## src/rtl/md5_pkg.sv

```systemverilog
// shared constants and functions for the md5 block
package md5_pkg;
  localparam int unsigned QueueDepth = 4;
  localparam logic [31:0] InitA = 32'h67452301;
  localparam logic [31:0] InitB = 32'hefcdab89;
  localparam logic [31:0] InitC = 32'h98badcfe;
  localparam logic [31:0] InitD = 32'h10325476;
  localparam logic [7:0] PadByte = 8'h80;

  // one byte entry for the back end: byte, whether it holds a byte, and whether it ends the message
  typedef struct packed {
    logic [7:0] data;
    logic       has_byte;
    logic       last;
  } md5_entry_t;

  function automatic logic [31:0] sine_k(input logic [5:0] i);
    logic [31:0] k;
    case (i)
      6'd0: k = 32'hd76aa478; 6'd1: k = 32'he8c7b756; 6'd2: k = 32'h242070db;
      6'd3: k = 32'hc1bdceee; 6'd4: k = 32'hf57c0faf; 6'd5: k = 32'h4787c62a;
      6'd6: k = 32'ha8304613; 6'd7: k = 32'hfd469501; 6'd8: k = 32'h698098d8;
      6'd9: k = 32'h8b44f7af; 6'd10: k = 32'hffff5bb1; 6'd11: k = 32'h895cd7be;
      6'd12: k = 32'h6b901122; 6'd13: k = 32'hfd987193; 6'd14: k = 32'ha679438e;
      6'd15: k = 32'h49b40821; 6'd16: k = 32'hf61e2562; 6'd17: k = 32'hc040b340;
      6'd18: k = 32'h265e5a51; 6'd19: k = 32'he9b6c7aa; 6'd20: k = 32'hd62f105d;
      6'd21: k = 32'h02441453; 6'd22: k = 32'hd8a1e681; 6'd23: k = 32'he7d3fbc8;
      6'd24: k = 32'h21e1cde6; 6'd25: k = 32'hc33707d6; 6'd26: k = 32'hf4d50d87;
      6'd27: k = 32'h455a14ed; 6'd28: k = 32'ha9e3e905; 6'd29: k = 32'hfcefa3f8;
      6'd30: k = 32'h676f02d9; 6'd31: k = 32'h8d2a4c8a; 6'd32: k = 32'hfffa3942;
      6'd33: k = 32'h8771f681; 6'd34: k = 32'h6d9d6122; 6'd35: k = 32'hfde5380c;
      6'd36: k = 32'ha4beea44; 6'd37: k = 32'h4bdecfa9; 6'd38: k = 32'hf6bb4b60;
      6'd39: k = 32'hbebfbc70; 6'd40: k = 32'h289b7ec6; 6'd41: k = 32'heaa127fa;
      6'd42: k = 32'hd4ef3085; 6'd43: k = 32'h04881d05; 6'd44: k = 32'hd9d4d039;
      6'd45: k = 32'he6db99e5; 6'd46: k = 32'h1fa27cf8; 6'd47: k = 32'hc4ac5665;
      6'd48: k = 32'hf4292244; 6'd49: k = 32'h432aff97; 6'd50: k = 32'hab9423a7;
      6'd51: k = 32'hfc93a039; 6'd52: k = 32'h655b59c3; 6'd53: k = 32'h8f0ccc92;
      6'd54: k = 32'hffeff47d; 6'd55: k = 32'h85845dd1; 6'd56: k = 32'h6fa87e4f;
      6'd57: k = 32'hfe2ce6e0; 6'd58: k = 32'ha3014314; 6'd59: k = 32'h4e0811a1;
      6'd60: k = 32'hf7537e82; 6'd61: k = 32'hbd3af235; 6'd62: k = 32'h2ad7d2bb;
      default: k = 32'heb86d391;
    endcase
    return k;
  endfunction

  function automatic logic [4:0] rot_amt(input logic [1:0] g, input logic [1:0] j);
    logic [4:0] s;
    case ({g, j})
      4'd0: s = 5'd7;  4'd1: s = 5'd12; 4'd2: s = 5'd17; 4'd3: s = 5'd22;
      4'd4: s = 5'd5;  4'd5: s = 5'd9;  4'd6: s = 5'd14; 4'd7: s = 5'd20;
      4'd8: s = 5'd4;  4'd9: s = 5'd11; 4'd10: s = 5'd16; 4'd11: s = 5'd23;
      4'd12: s = 5'd6; 4'd13: s = 5'd10; 4'd14: s = 5'd15; default: s = 5'd21;
    endcase
    return s;
  endfunction
endpackage

```

## src/rtl/md5_front.sv

```systemverilog
// input stage: drops empty non-final items and queues the rest
module md5_front #(
  parameter int unsigned Depth = md5_pkg::QueueDepth
) (
  input  logic               clk,
  input  logic               rst_n,
  input  logic               in_push,
  output logic               in_full,
  input  logic [7:0]         in_data_byte,
  input  logic               in_no_byte,
  input  logic               in_final_item,
  output logic               q_valid,
  input  logic               q_take,
  output md5_pkg::md5_entry_t q_entry
);
  localparam int unsigned AW = (Depth > 1) ? $clog2(Depth) : 1;
  md5_pkg::md5_entry_t mem_r [Depth];
  logic [AW-1:0] wp_r, rp_r;
  logic [AW:0]   cnt_r;
  logic wr, rd;

  // classify: an item with no byte and no end mark does nothing
  assign in_full = (cnt_r == (AW+1)'(Depth));
  assign wr = in_push && !in_full && (!in_no_byte || in_final_item);
  assign rd = q_take && q_valid;
  assign q_valid = (cnt_r != '0);
  assign q_entry = mem_r[rp_r];

  // queue storage
  always_ff @(posedge clk) begin
    if (wr) begin
      mem_r[wp_r] <= '{data: in_data_byte, has_byte: !in_no_byte, last: in_final_item};
    end
  end

  // queue pointers
  always_ff @(posedge clk) begin
    if (!rst_n) begin
      wp_r <= '0;
      rp_r <= '0;
      cnt_r <= '0;
    end else begin
      if (wr) wp_r <= (wp_r == AW'(Depth-1)) ? '0 : wp_r + 1'b1;
      if (rd) rp_r <= (rp_r == AW'(Depth-1)) ? '0 : rp_r + 1'b1;
      cnt_r <= cnt_r + (AW+1)'(wr) - (AW+1)'(rd);
    end
  end
endmodule

```

## src/rtl/md5_back.sv

```systemverilog
// back end: block gathering, padding and one md5 step per cycle
module md5_back (
  input  logic               clk,
  input  logic               rst_n,
  input  logic               q_valid,
  output logic               q_take,
  input  md5_pkg::md5_entry_t q_entry,
  output logic               out_empty,
  input  logic               out_pop,
  output logic [63:0]        out_digest_low,
  output logic [63:0]        out_digest_high
);
  localparam logic [2:0] StIdle = 3'd0;
  localparam logic [2:0] StPad  = 3'd1;
  localparam logic [2:0] StLen  = 3'd2;
  localparam logic [2:0] StComp = 3'd3;
  localparam logic [2:0] StFin  = 3'd4;

  logic [2:0]  st_r;
  logic [2:0]  ret_r;
  logic [31:0] blk_r [16];
  logic [5:0]  fill_r;
  logic [63:0] len_r, len_hold_r;
  logic [31:0] ch_r [4];
  logic [31:0] a_r, b_r, c_r, d_r;
  logic [5:0]  rnd_r;
  logic        pad_first_r;
  logic        out_full_r;
  logic [7:0]  byte_v;
  logic        put_v;
  logic [1:0]  grp;
  logic [31:0] f_v, t_v, sum_v, rot_v;
  logic [5:0]  kmul;
  logic [4:0]  sh;

  // one compression step
  assign grp = rnd_r[5:4];
  always_comb begin
    case (grp)
      2'd0: begin f_v = (b_r & c_r) | (~b_r & d_r); kmul = rnd_r; end
      2'd1: begin f_v = (b_r & d_r) | (c_r & ~d_r); kmul = 6'(5 * rnd_r + 1); end
      2'd2: begin f_v = b_r ^ c_r ^ d_r; kmul = 6'(3 * rnd_r + 5); end
      default: begin f_v = c_r ^ (b_r | ~d_r); kmul = 6'(7 * rnd_r); end
    endcase
    sh = md5_pkg::rot_amt(grp, rnd_r[1:0]);
    sum_v = a_r + f_v + blk_r[kmul[3:0]] + md5_pkg::sine_k(rnd_r);
    rot_v = (sum_v << sh) | (sum_v >> (6'd32 - {1'b0, sh}));
    t_v = b_r + rot_v;
  end

  // byte source per state
  always_comb begin
    byte_v = 8'h00;
    put_v = 1'b0;
    q_take = 1'b0;
    case (st_r)
      StIdle: begin
        q_take = q_valid && !out_full_r;
        byte_v = q_entry.data;
        put_v = q_take && q_entry.has_byte;
      end
      StPad: begin
        put_v = 1'b1;
        byte_v = pad_first_r ? md5_pkg::PadByte : 8'h00;
      end
      StLen: begin
        put_v = 1'b1;
        byte_v = len_hold_r[8*fill_r[2:0] +: 8];
      end
      default: ;
    endcase
  end

  assign out_empty = !out_full_r;

  // sequencer
  always_ff @(posedge clk) begin
    if (put_v) begin
      if (fill_r[1:0] == 2'd0) blk_r[fill_r[5:2]] <= {24'h0, byte_v};
      else blk_r[fill_r[5:2]][8*fill_r[1:0] +: 8] <= byte_v;
    end
    if (!rst_n) begin
      st_r <= StIdle;
      ret_r <= StIdle;
      fill_r <= '0;
      len_r <= '0;
      len_hold_r <= '0;
      rnd_r <= '0;
      pad_first_r <= 1'b0;
      out_full_r <= 1'b0;
      ch_r[0] <= md5_pkg::InitA; ch_r[1] <= md5_pkg::InitB;
      ch_r[2] <= md5_pkg::InitC; ch_r[3] <= md5_pkg::InitD;
      a_r <= '0; b_r <= '0; c_r <= '0; d_r <= '0;
    end else begin
      if (out_pop && out_full_r) out_full_r <= 1'b0;
      if (put_v) fill_r <= fill_r + 1'b1;
      case (st_r)
        StIdle: if (q_take) begin
          if (q_entry.has_byte) len_r <= len_r + 64'd8;
          if (q_entry.last) begin
            len_hold_r <= len_r + (q_entry.has_byte ? 64'd8 : 64'd0);
            pad_first_r <= 1'b1;
          end
          if (put_v && fill_r == 6'd63) begin
            st_r <= StComp;
            ret_r <= q_entry.last ? StPad : StIdle;
            a_r <= ch_r[0]; b_r <= ch_r[1]; c_r <= ch_r[2]; d_r <= ch_r[3];
          end else if (q_entry.last) begin
            st_r <= StPad;
          end
        end
        StPad: begin
          pad_first_r <= 1'b0;
          if (fill_r == 6'd63) begin
            st_r <= StComp;
            ret_r <= StPad;
            a_r <= ch_r[0]; b_r <= ch_r[1]; c_r <= ch_r[2]; d_r <= ch_r[3];
          end else if (fill_r == 6'd55) begin
            st_r <= StLen;
          end
        end
        StLen: if (fill_r == 6'd63) begin
          st_r <= StComp;
          ret_r <= StFin;
          a_r <= ch_r[0]; b_r <= ch_r[1]; c_r <= ch_r[2]; d_r <= ch_r[3];
        end
        StComp: begin
          a_r <= d_r; b_r <= t_v; c_r <= b_r; d_r <= c_r;
          rnd_r <= rnd_r + 1'b1;
          if (rnd_r == 6'd63) begin
            ch_r[0] <= ch_r[0] + d_r; ch_r[1] <= ch_r[1] + t_v;
            ch_r[2] <= ch_r[2] + b_r; ch_r[3] <= ch_r[3] + c_r;
            st_r <= ret_r;
          end
        end
        StFin: begin
          out_digest_low <= {ch_r[1], ch_r[0]};
          out_digest_high <= {ch_r[3], ch_r[2]};
          out_full_r <= 1'b1;
          ch_r[0] <= md5_pkg::InitA; ch_r[1] <= md5_pkg::InitB;
          ch_r[2] <= md5_pkg::InitC; ch_r[3] <= md5_pkg::InitD;
          len_r <= '0;
          fill_r <= '0;
          st_r <= StIdle;
        end
        default: st_r <= StIdle;
      endcase
    end
  end
endmodule

```

## src/rtl/md5_message_digest_top.sv

```systemverilog
// top level of the md5 digest block
// Usage: push one message byte per transfer on in_* (in_push / in_full).
// in_no_byte with in_final_item closes a message without a byte; in_no_byte
// alone is dropped. The digest of each message appears on out_digest_low /
// out_digest_high while out_empty is low and leaves on out_pop.
// Throughput: bytes enter at one per cycle into a short queue while in_full
// is low; the back end writes one byte per cycle while the queue holds bytes
// and no digest waits, then runs each 64-byte block through compression,
// one md5 step per cycle, and takes no byte meanwhile. Closing a message adds
// padding bytes at one per cycle, one or two compressions and a result load.
// Reset (synchronous, rst_n low) empties the queue, drops any partial
// message and loads the initial chaining values.
// If the digest is not popped, the back end stops before taking the next
// message's first byte and the queue fills, raising in_full.
module md5_message_digest_top #(
  parameter int unsigned QueueDepth = md5_pkg::QueueDepth
) (
  input  logic        clk,
  input  logic        rst_n,
  input  logic        in_push,
  output logic        in_full,
  input  logic [7:0]  in_data_byte,
  input  logic        in_no_byte,
  input  logic        in_final_item,
  output logic        out_empty,
  input  logic        out_pop,
  output logic [63:0] out_digest_low,
  output logic [63:0] out_digest_high
);
  logic q_valid, q_take;
  md5_pkg::md5_entry_t q_entry;

  md5_front #(.Depth(QueueDepth)) u_front (
    .clk, .rst_n, .in_push, .in_full, .in_data_byte, .in_no_byte, .in_final_item,
    .q_valid, .q_take, .q_entry
  );

  md5_back u_back (
    .clk, .rst_n, .q_valid, .q_take, .q_entry,
    .out_empty, .out_pop, .out_digest_low, .out_digest_high
  );

  // queue never takes while full
  assert property (@(posedge clk) disable iff (!rst_n) in_full |-> !u_front.wr)
    else $error("write into full queue");
  // back end takes only from a non-empty queue
  assert property (@(posedge clk) disable iff (!rst_n) q_take |-> q_valid)
    else $error("take from empty queue");
  // a waiting digest holds until popped
  assert property (@(posedge clk) disable iff (!rst_n)
    (!out_empty && !out_pop) |=> (!out_empty && $stable(out_digest_low)))
    else $error("digest changed while waiting");
endmodule
```

## config.mk

```make
export PLATFORM = sky130hd
export DESIGN_NAME = md5_message_digest_top
export DESIGN_NICKNAME = d
export VERILOG_FILES = /design/src/rtl/md5_pkg.sv /design/src/rtl/md5_front.sv /design/src/rtl/md5_back.sv /design/src/rtl/md5_message_digest_top.sv
export SDC_FILE = /design/constraint.sdc
export NUM_CORES = 2
export LEC_CHECK = 0
export ABC_AREA = 1
export BUFFER_PORTS_ARGS = -buffer_cell sky130_fd_sc_hd__buf_2
export CORE_ASPECT_RATIO = 2
export CORE_UTILIZATION = 35
export CTS_BUF_LIST = sky130_fd_sc_hd__clkbuf_16
export DETAILED_ROUTE_END_ITERATION = 8
export PLACE_DENSITY = 0.62
export SYNTH_ARGS = -nofsm -noshare
export SYNTH_HDL_FRONTEND = slang
export SYNTH_SLANG_ARGS = --single-unit
```

## constraint.sdc

```tcl
create_clock -name clk -period 14.05 [get_ports clk]
set_clock_uncertainty 0.15 [all_clocks]
set_input_delay 2.81 -clock clk [delete_from_list [all_inputs] [get_ports clk]]
set_output_delay 2.81 -clock clk [all_outputs]
set_load 0.05 [all_outputs]
```

* Word level (Yosys, flattened, before mapping)
Memory sizes are Yosys's and may differ from the RTL's. A register that Yosys moved wholly into a read port is not among the register bits. Cells that the tools add are included.
Storage, ports and cells: register bits 411, memory bits (writable) 680, bits in read-only memories 2128, bits of input ports 14, output and inout port bits 130, logic and storage cells 264, memories 5
Memories:
- (no name shown) | depth 64, bits a word 32, rd ports 1, clocked after memory_dff 1, write ports 0, RTL line md5_pkg.sv:19 | case (i)
- u_back.blk_r | depth 16, bits a word 32, rd ports 1, clocked after memory_dff 0, write ports 1, RTL line md5_back.sv:21 | logic [31:0] blk_r [16];
- u_back.ch_r | depth 4, bits a word 32, rd ports 4, clocked after memory_dff 0, write ports 4, RTL line md5_back.sv:24 | logic [31:0] ch_r [4];
- (no name shown) | depth 16, bits a word 5, rd ports 1, clocked after memory_dff 1, write ports 0, RTL line md5_pkg.sv:48 | case ({g, j})
- u_front.mem_r | depth 4, bits a word 10, rd ports 1, clocked after memory_dff 1, write ports 1, RTL line md5_front.sv:17 | md5_pkg::md5_entry_t mem_r [Depth];
Cells by class: add/sub/neg operators 20, $mul 3, equality and inequality tests 22, shift operators 5, muxes and demuxes 109, bitwise gates (word level) 54, reductions and logical operators 29
Operators by type and width (number):
- $mux 32 | 21
- $pmux 32 s3 | 5
- $add 32x32->32 | 8
- $and 32x32->32 | 4
- $mux 64 | 2
- $or 32x32->32 | 4
- $pmux 64 s2 | 1
- $xor 32x32->32 | 3
- $add 64x4->64 const B | 1
- $add 64x64->64 | 1
- $not 32->32 | 2
- $shiftx 64x7->8 | 1
- $mux 1 | 53
- $or 1x1->1 | 40
- $neg 5->34 | 1
- $shift 8x34->32 const A | 1
- $shiftx 8x34->32 | 1
- $mux 3 | 11
- $shl 32x5->32 | 1
- $shr 32x6->32 | 1
- $pmux 8 s3 | 1
- $eq 6x6->1 const B | 3
- $ne 2x1->1 const B | 7
- $add 6x1->6 const B | 2
- 36 further kinds | 67

* Logic depth before layout (Yosys ltp)
word-level depth 13, gate-level depth with buffers 74, gate-level depth less buffers 73

* Cells and area by module
Synthesis repeated with hierarchy kept, for this count alone.
Unflattened totals: cells, all modules 7857, area total of the unflattened synthesis 64483.1 um2
By module, submodules not included:
- md5_back | times used 1, cells each 7687, area each 62462.4 um2, seq. area each 28547.4 um2
- md5_front | times used 1, cells each 170, area each 2020.7 um2, seq. area each 1381.3 um2

* Worst setup path after synthesis
Ideal clock, no wire load.
path type register to register, start point reg u_back.rnd_r[0], end point mem u_back.ch_r[1][31], data pin, setup time 0.264 ns, arrival time 9.528 ns, required time 13.636 ns, slack 4.108 ns, stages on the path, launching flop included 68, path buffers 2, period minus slack after synthesis 9.942 ns, cells stage by stage dfxtp_1 -> inv_1 -> fa_1 -> inv_1 -> ha_1 -> or2_0 -> nand2_1 -> inv_2 -> clkbuf_1 -> clkbuf_1 -> nand3_1 -> o211ai_1 -> nand2_1 -> inv_1 -> fa_1 -> inv_1 -> fa_1 -> inv_1 -> [... 32 more ...] -> nand2_1 -> a21boi_1 -> o21ai_1 -> a21oi_1 -> o21ai_1 -> a21oi_1 -> o21ai_0 -> xor2_1 -> ha_1 -> a21oi_1 -> o21ai_0 -> a221oi_1 -> nand2_1 -> nand2_1 -> nand3_1 -> xor2_1 -> xor2_1 -> nand2_1
RTL lines:
- from (decl) | RTL line md5_back.sv:26 | logic [5:0] rnd_r;
- from (signal assigned) | RTL line md5_back.sv:129 | rnd_r <= rnd_r + 1'b1;
- to (decl) | RTL line md5_back.sv:24

==> results.md <==
* Dominant cell type by area after synthesis: edfxtp_1
* Cts bufs inserted at 104
* Async SR Flop Fraction at 0
* Compound-Gate Fraction of Synth Area at 0.1597
* Synth Area in Adders at 0.06603
* Num rows at 221
* Crit path buf inv count at 4
* Global-route wire length before repair at about 380,000 µm
* Core area at 181,400 µm²
* Vias per cell at approximately 5.7
* Routed vias at ~60k
* Tmin final at between 10 and 15 ns
* Setup Viol. Count Final at 0
* Clock transition at the registers of the reported paths at 0.07 ns
* CTS tree: yes
* Most Frequent Cell on Critical Path: nand2_1
* Share of the yosys chip area belonging to registers at 0.4673
* Die area at 184,800 µm²
* Top delay family on crit path: simple AND/OR/NAND/NOR gates
* CTS H-tree lvls at 3
* Vias in the first global route at 56.68k
* Largest family of logic cells by synthesized area: simple AND/OR/NAND/NOR gates
* Synth Area in XOR/XNOR at 0.01832
* Initial antenna violation count at 10
* EDFF count, synth at 744
* Final WS setup at 1.540 ns
* CTS Root Cell: clkbuf_16
* Mapped Cells at 7,767
* CP max FO at 64
* Critical Path RT at 14.38 ns
* Max Slew Vio Count at 2
* Largest cells by area after synthesis: edfxtp_1 (35%), dfxtp_1 (12%), nand2_1 (8.8%)
* WL final at roughly 270,000 µm
* Post-synth cell types at 70
* CP arrival at 12.84 ns
* Initial DRC count at 5,376
* Final #Nets at 8,081
* Crit start category: flop
* Hold_ws at 0.3002 ns
* GR Util All Layers at 0.2841
* Gp weighted congestion at a little over 1
* Largest stage delay on the critical path at 0.64 ns
* Drt wl/cell at approximately 26 µm
* CTS resizes at 0
* Post-CTS Hold Buffers at 0
* Main flop type after synthesis: edfxtp_1
* Slew @ Worst Pin at roughly 1.5 ns
* Crit end category: flop
* Endpoints failing hold at 0
* Port Buf Inserts at 143
* Detail Route Antenna Nets at 0
* Number of setup buffers added after CTS at 0
* RSZ-0062 raised after global routing: false
* Die Y at around 600 µm
* Synth Register Bits at 1,123
* Sink Count at 1,123
* Synthesized area at between 60,000 and 70,000 µm²
* Total grt overflow at 0
* Status: complete, but fails checks
* Post-synthesis mux area share at 0.0003125
* Synth warn at 0
* Starting Density at 0.3531
* Die width at roughly 300 µm
* Peak Freq at 79.94 MHz
* Share of layout cells above drive strength 1 at 0.07304
* CP Class: flop to flop
* Largest net degree at the start of global routing at 194
* Simple logic cell fraction of the synthesized area at 0.2224
* Setup TNS at 0 ns
* Mapped Nets at 8,077
* Syn_area_per_cell at roughly 8 µm²
* Total of max-cap violations at 1
* Slowest library cell on the worst path: buf_4
* IO Pins at between 100 and 150
* Slew headroom at -0.01544
* DRT Pass-1 Iters at 6
* Final worst path period share at 0.8904
* Area grow syn2layout at 10.46%
* Failing checks: capacitance limit, slew limit
* Tightest Hold Check Type: flop to flop
* Worst skew pair latency at 0.76 ns
* CTS Buffer Depth at 3
* Top cell type's share of synthesized area at 0.3488
* Dpl ws at 1.781 ns
* R2R Setup Slk at between 1.5 and 2 ns
* HPWL Detailed at 201,400 µm
* Post-detailed-route DRC marker count at 0
## layout by cell type, fill, tap and decap left out, types with 68 or more instances in the layout
cell       instances
ha_1             226
a32o_1            73
or2_2             76
edfxtp_1         744
nor3_1           113
fa_1              70
inv_1            733
o21ai_0          616
buf_2            142
a21oi_1          639
clkbuf_16        107
dfxtp_1          379
buf_4            124
a31oi_1          163
nand2_1         1498
nor2_1           669
o211ai_1          68
nor4_1            69
xor2_1            96
nand3_1          799
## cell usage after synthesis (8+ instances only)
library cell and instances:
nand2_1 1501, fa_1 70, o221ai_1 25, a32o_1 73, clkbuf_1 292, nor3_1 113, nand3_1 800, xnor2_1 38
buf_2 34, inv_2 20, ha_1 226, inv_1 708, o21a_1 29, o311ai_0 13, buf_1 44, o21bai_1 13
a221oi_1 8, a21oi_1 639, edfxtp_1 744, a21o_1 14, nor2_1 677, nor4_1 69, o21ai_1 30, nand4_1 36
xor2_1 96, a31oi_1 163, o21ai_0 617, nor2_2 12, or2_2 76, o22ai_1 28, dfxtp_1 379, o211ai_1 68
## flip-flops by register name, indices dropped and copies added (netlist names), 32 cells and up, named ones only
signal,cells
u_front.mem_r,40
u_back.ch_r,128
u_back.out_digest_high,64
u_back.len_r,61
u_back.a_r,32
u_back.b_r,32
u_back.blk_r,512
u_back.len_hold_r,61
u_back.c_r,32
u_back.d_r,32
u_back.out_digest_low,64
## final timing paths
kind	from	endpoint	cells past startpoint
worst max-delay path	u_back.rnd_r[4]	u_back.ch_r[1][31]	49
worst min-delay path	u_back.ch_r[1][31]	u_back.out_digest_low[63]	0
worst max register to register	u_back.rnd_r[4]	u_back.ch_r[1][31]	49
worst min register to register	u_back.ch_r[1][31]	u_back.out_digest_low[63]	0
## final cells by class
cell class / instances / area (µm²)
multi-input cells: 5535 / 30030
clock inverters: 87 / 631.9
diodes: 6 / 15.01
fillers: 18490 / 110600
inverters: 734 / 2758
clock buffers: 107 / 2678
repair buffers: 273 / 1782
flip-flops and latches: 1123 / 29930
well taps: 2341 / 2929
## cells by family (layout without fill, tap and decap cells)
kind of cell / Yosys count / count (layout)
AND/OR/NAND/NOR: 3321 / 3321
AO/OA/AOI/OAI: 1782 / 1782
flip-flops: 1123 / 1123
buffers and inverters: 1109 / 1201
adder cells (fa/ha/maj): 296 / 296
XOR/XNOR: 134 / 134
multiplexers: 2 / 2
other: 0 / 6
## metal layers
layer  share of wire  wire length [µm]  vias up  GRT usage
li1                -                 -    26970          -
met1            0.31             84020    28020     0.2560
met2            0.52            140100     2539     0.5324
met3           0.050             13570      960    0.03920
met4            0.12             31700        6     0.2855
met5         0.00014                39        -          0
## stage by stage
step	instance area [µm²]	util	cells
floorplan	64050	-	7767
global placement	67430	0.3717	10010
detailed placement	67430	0.3717	10010
CTS	70740	0.3900	10200
global route	70740	0.3900	10200
finish	70750	0.3900	10210
Power is not shown: default switching activity piles up to over one toggle a cycle in this logic, so the estimate is an artifact.
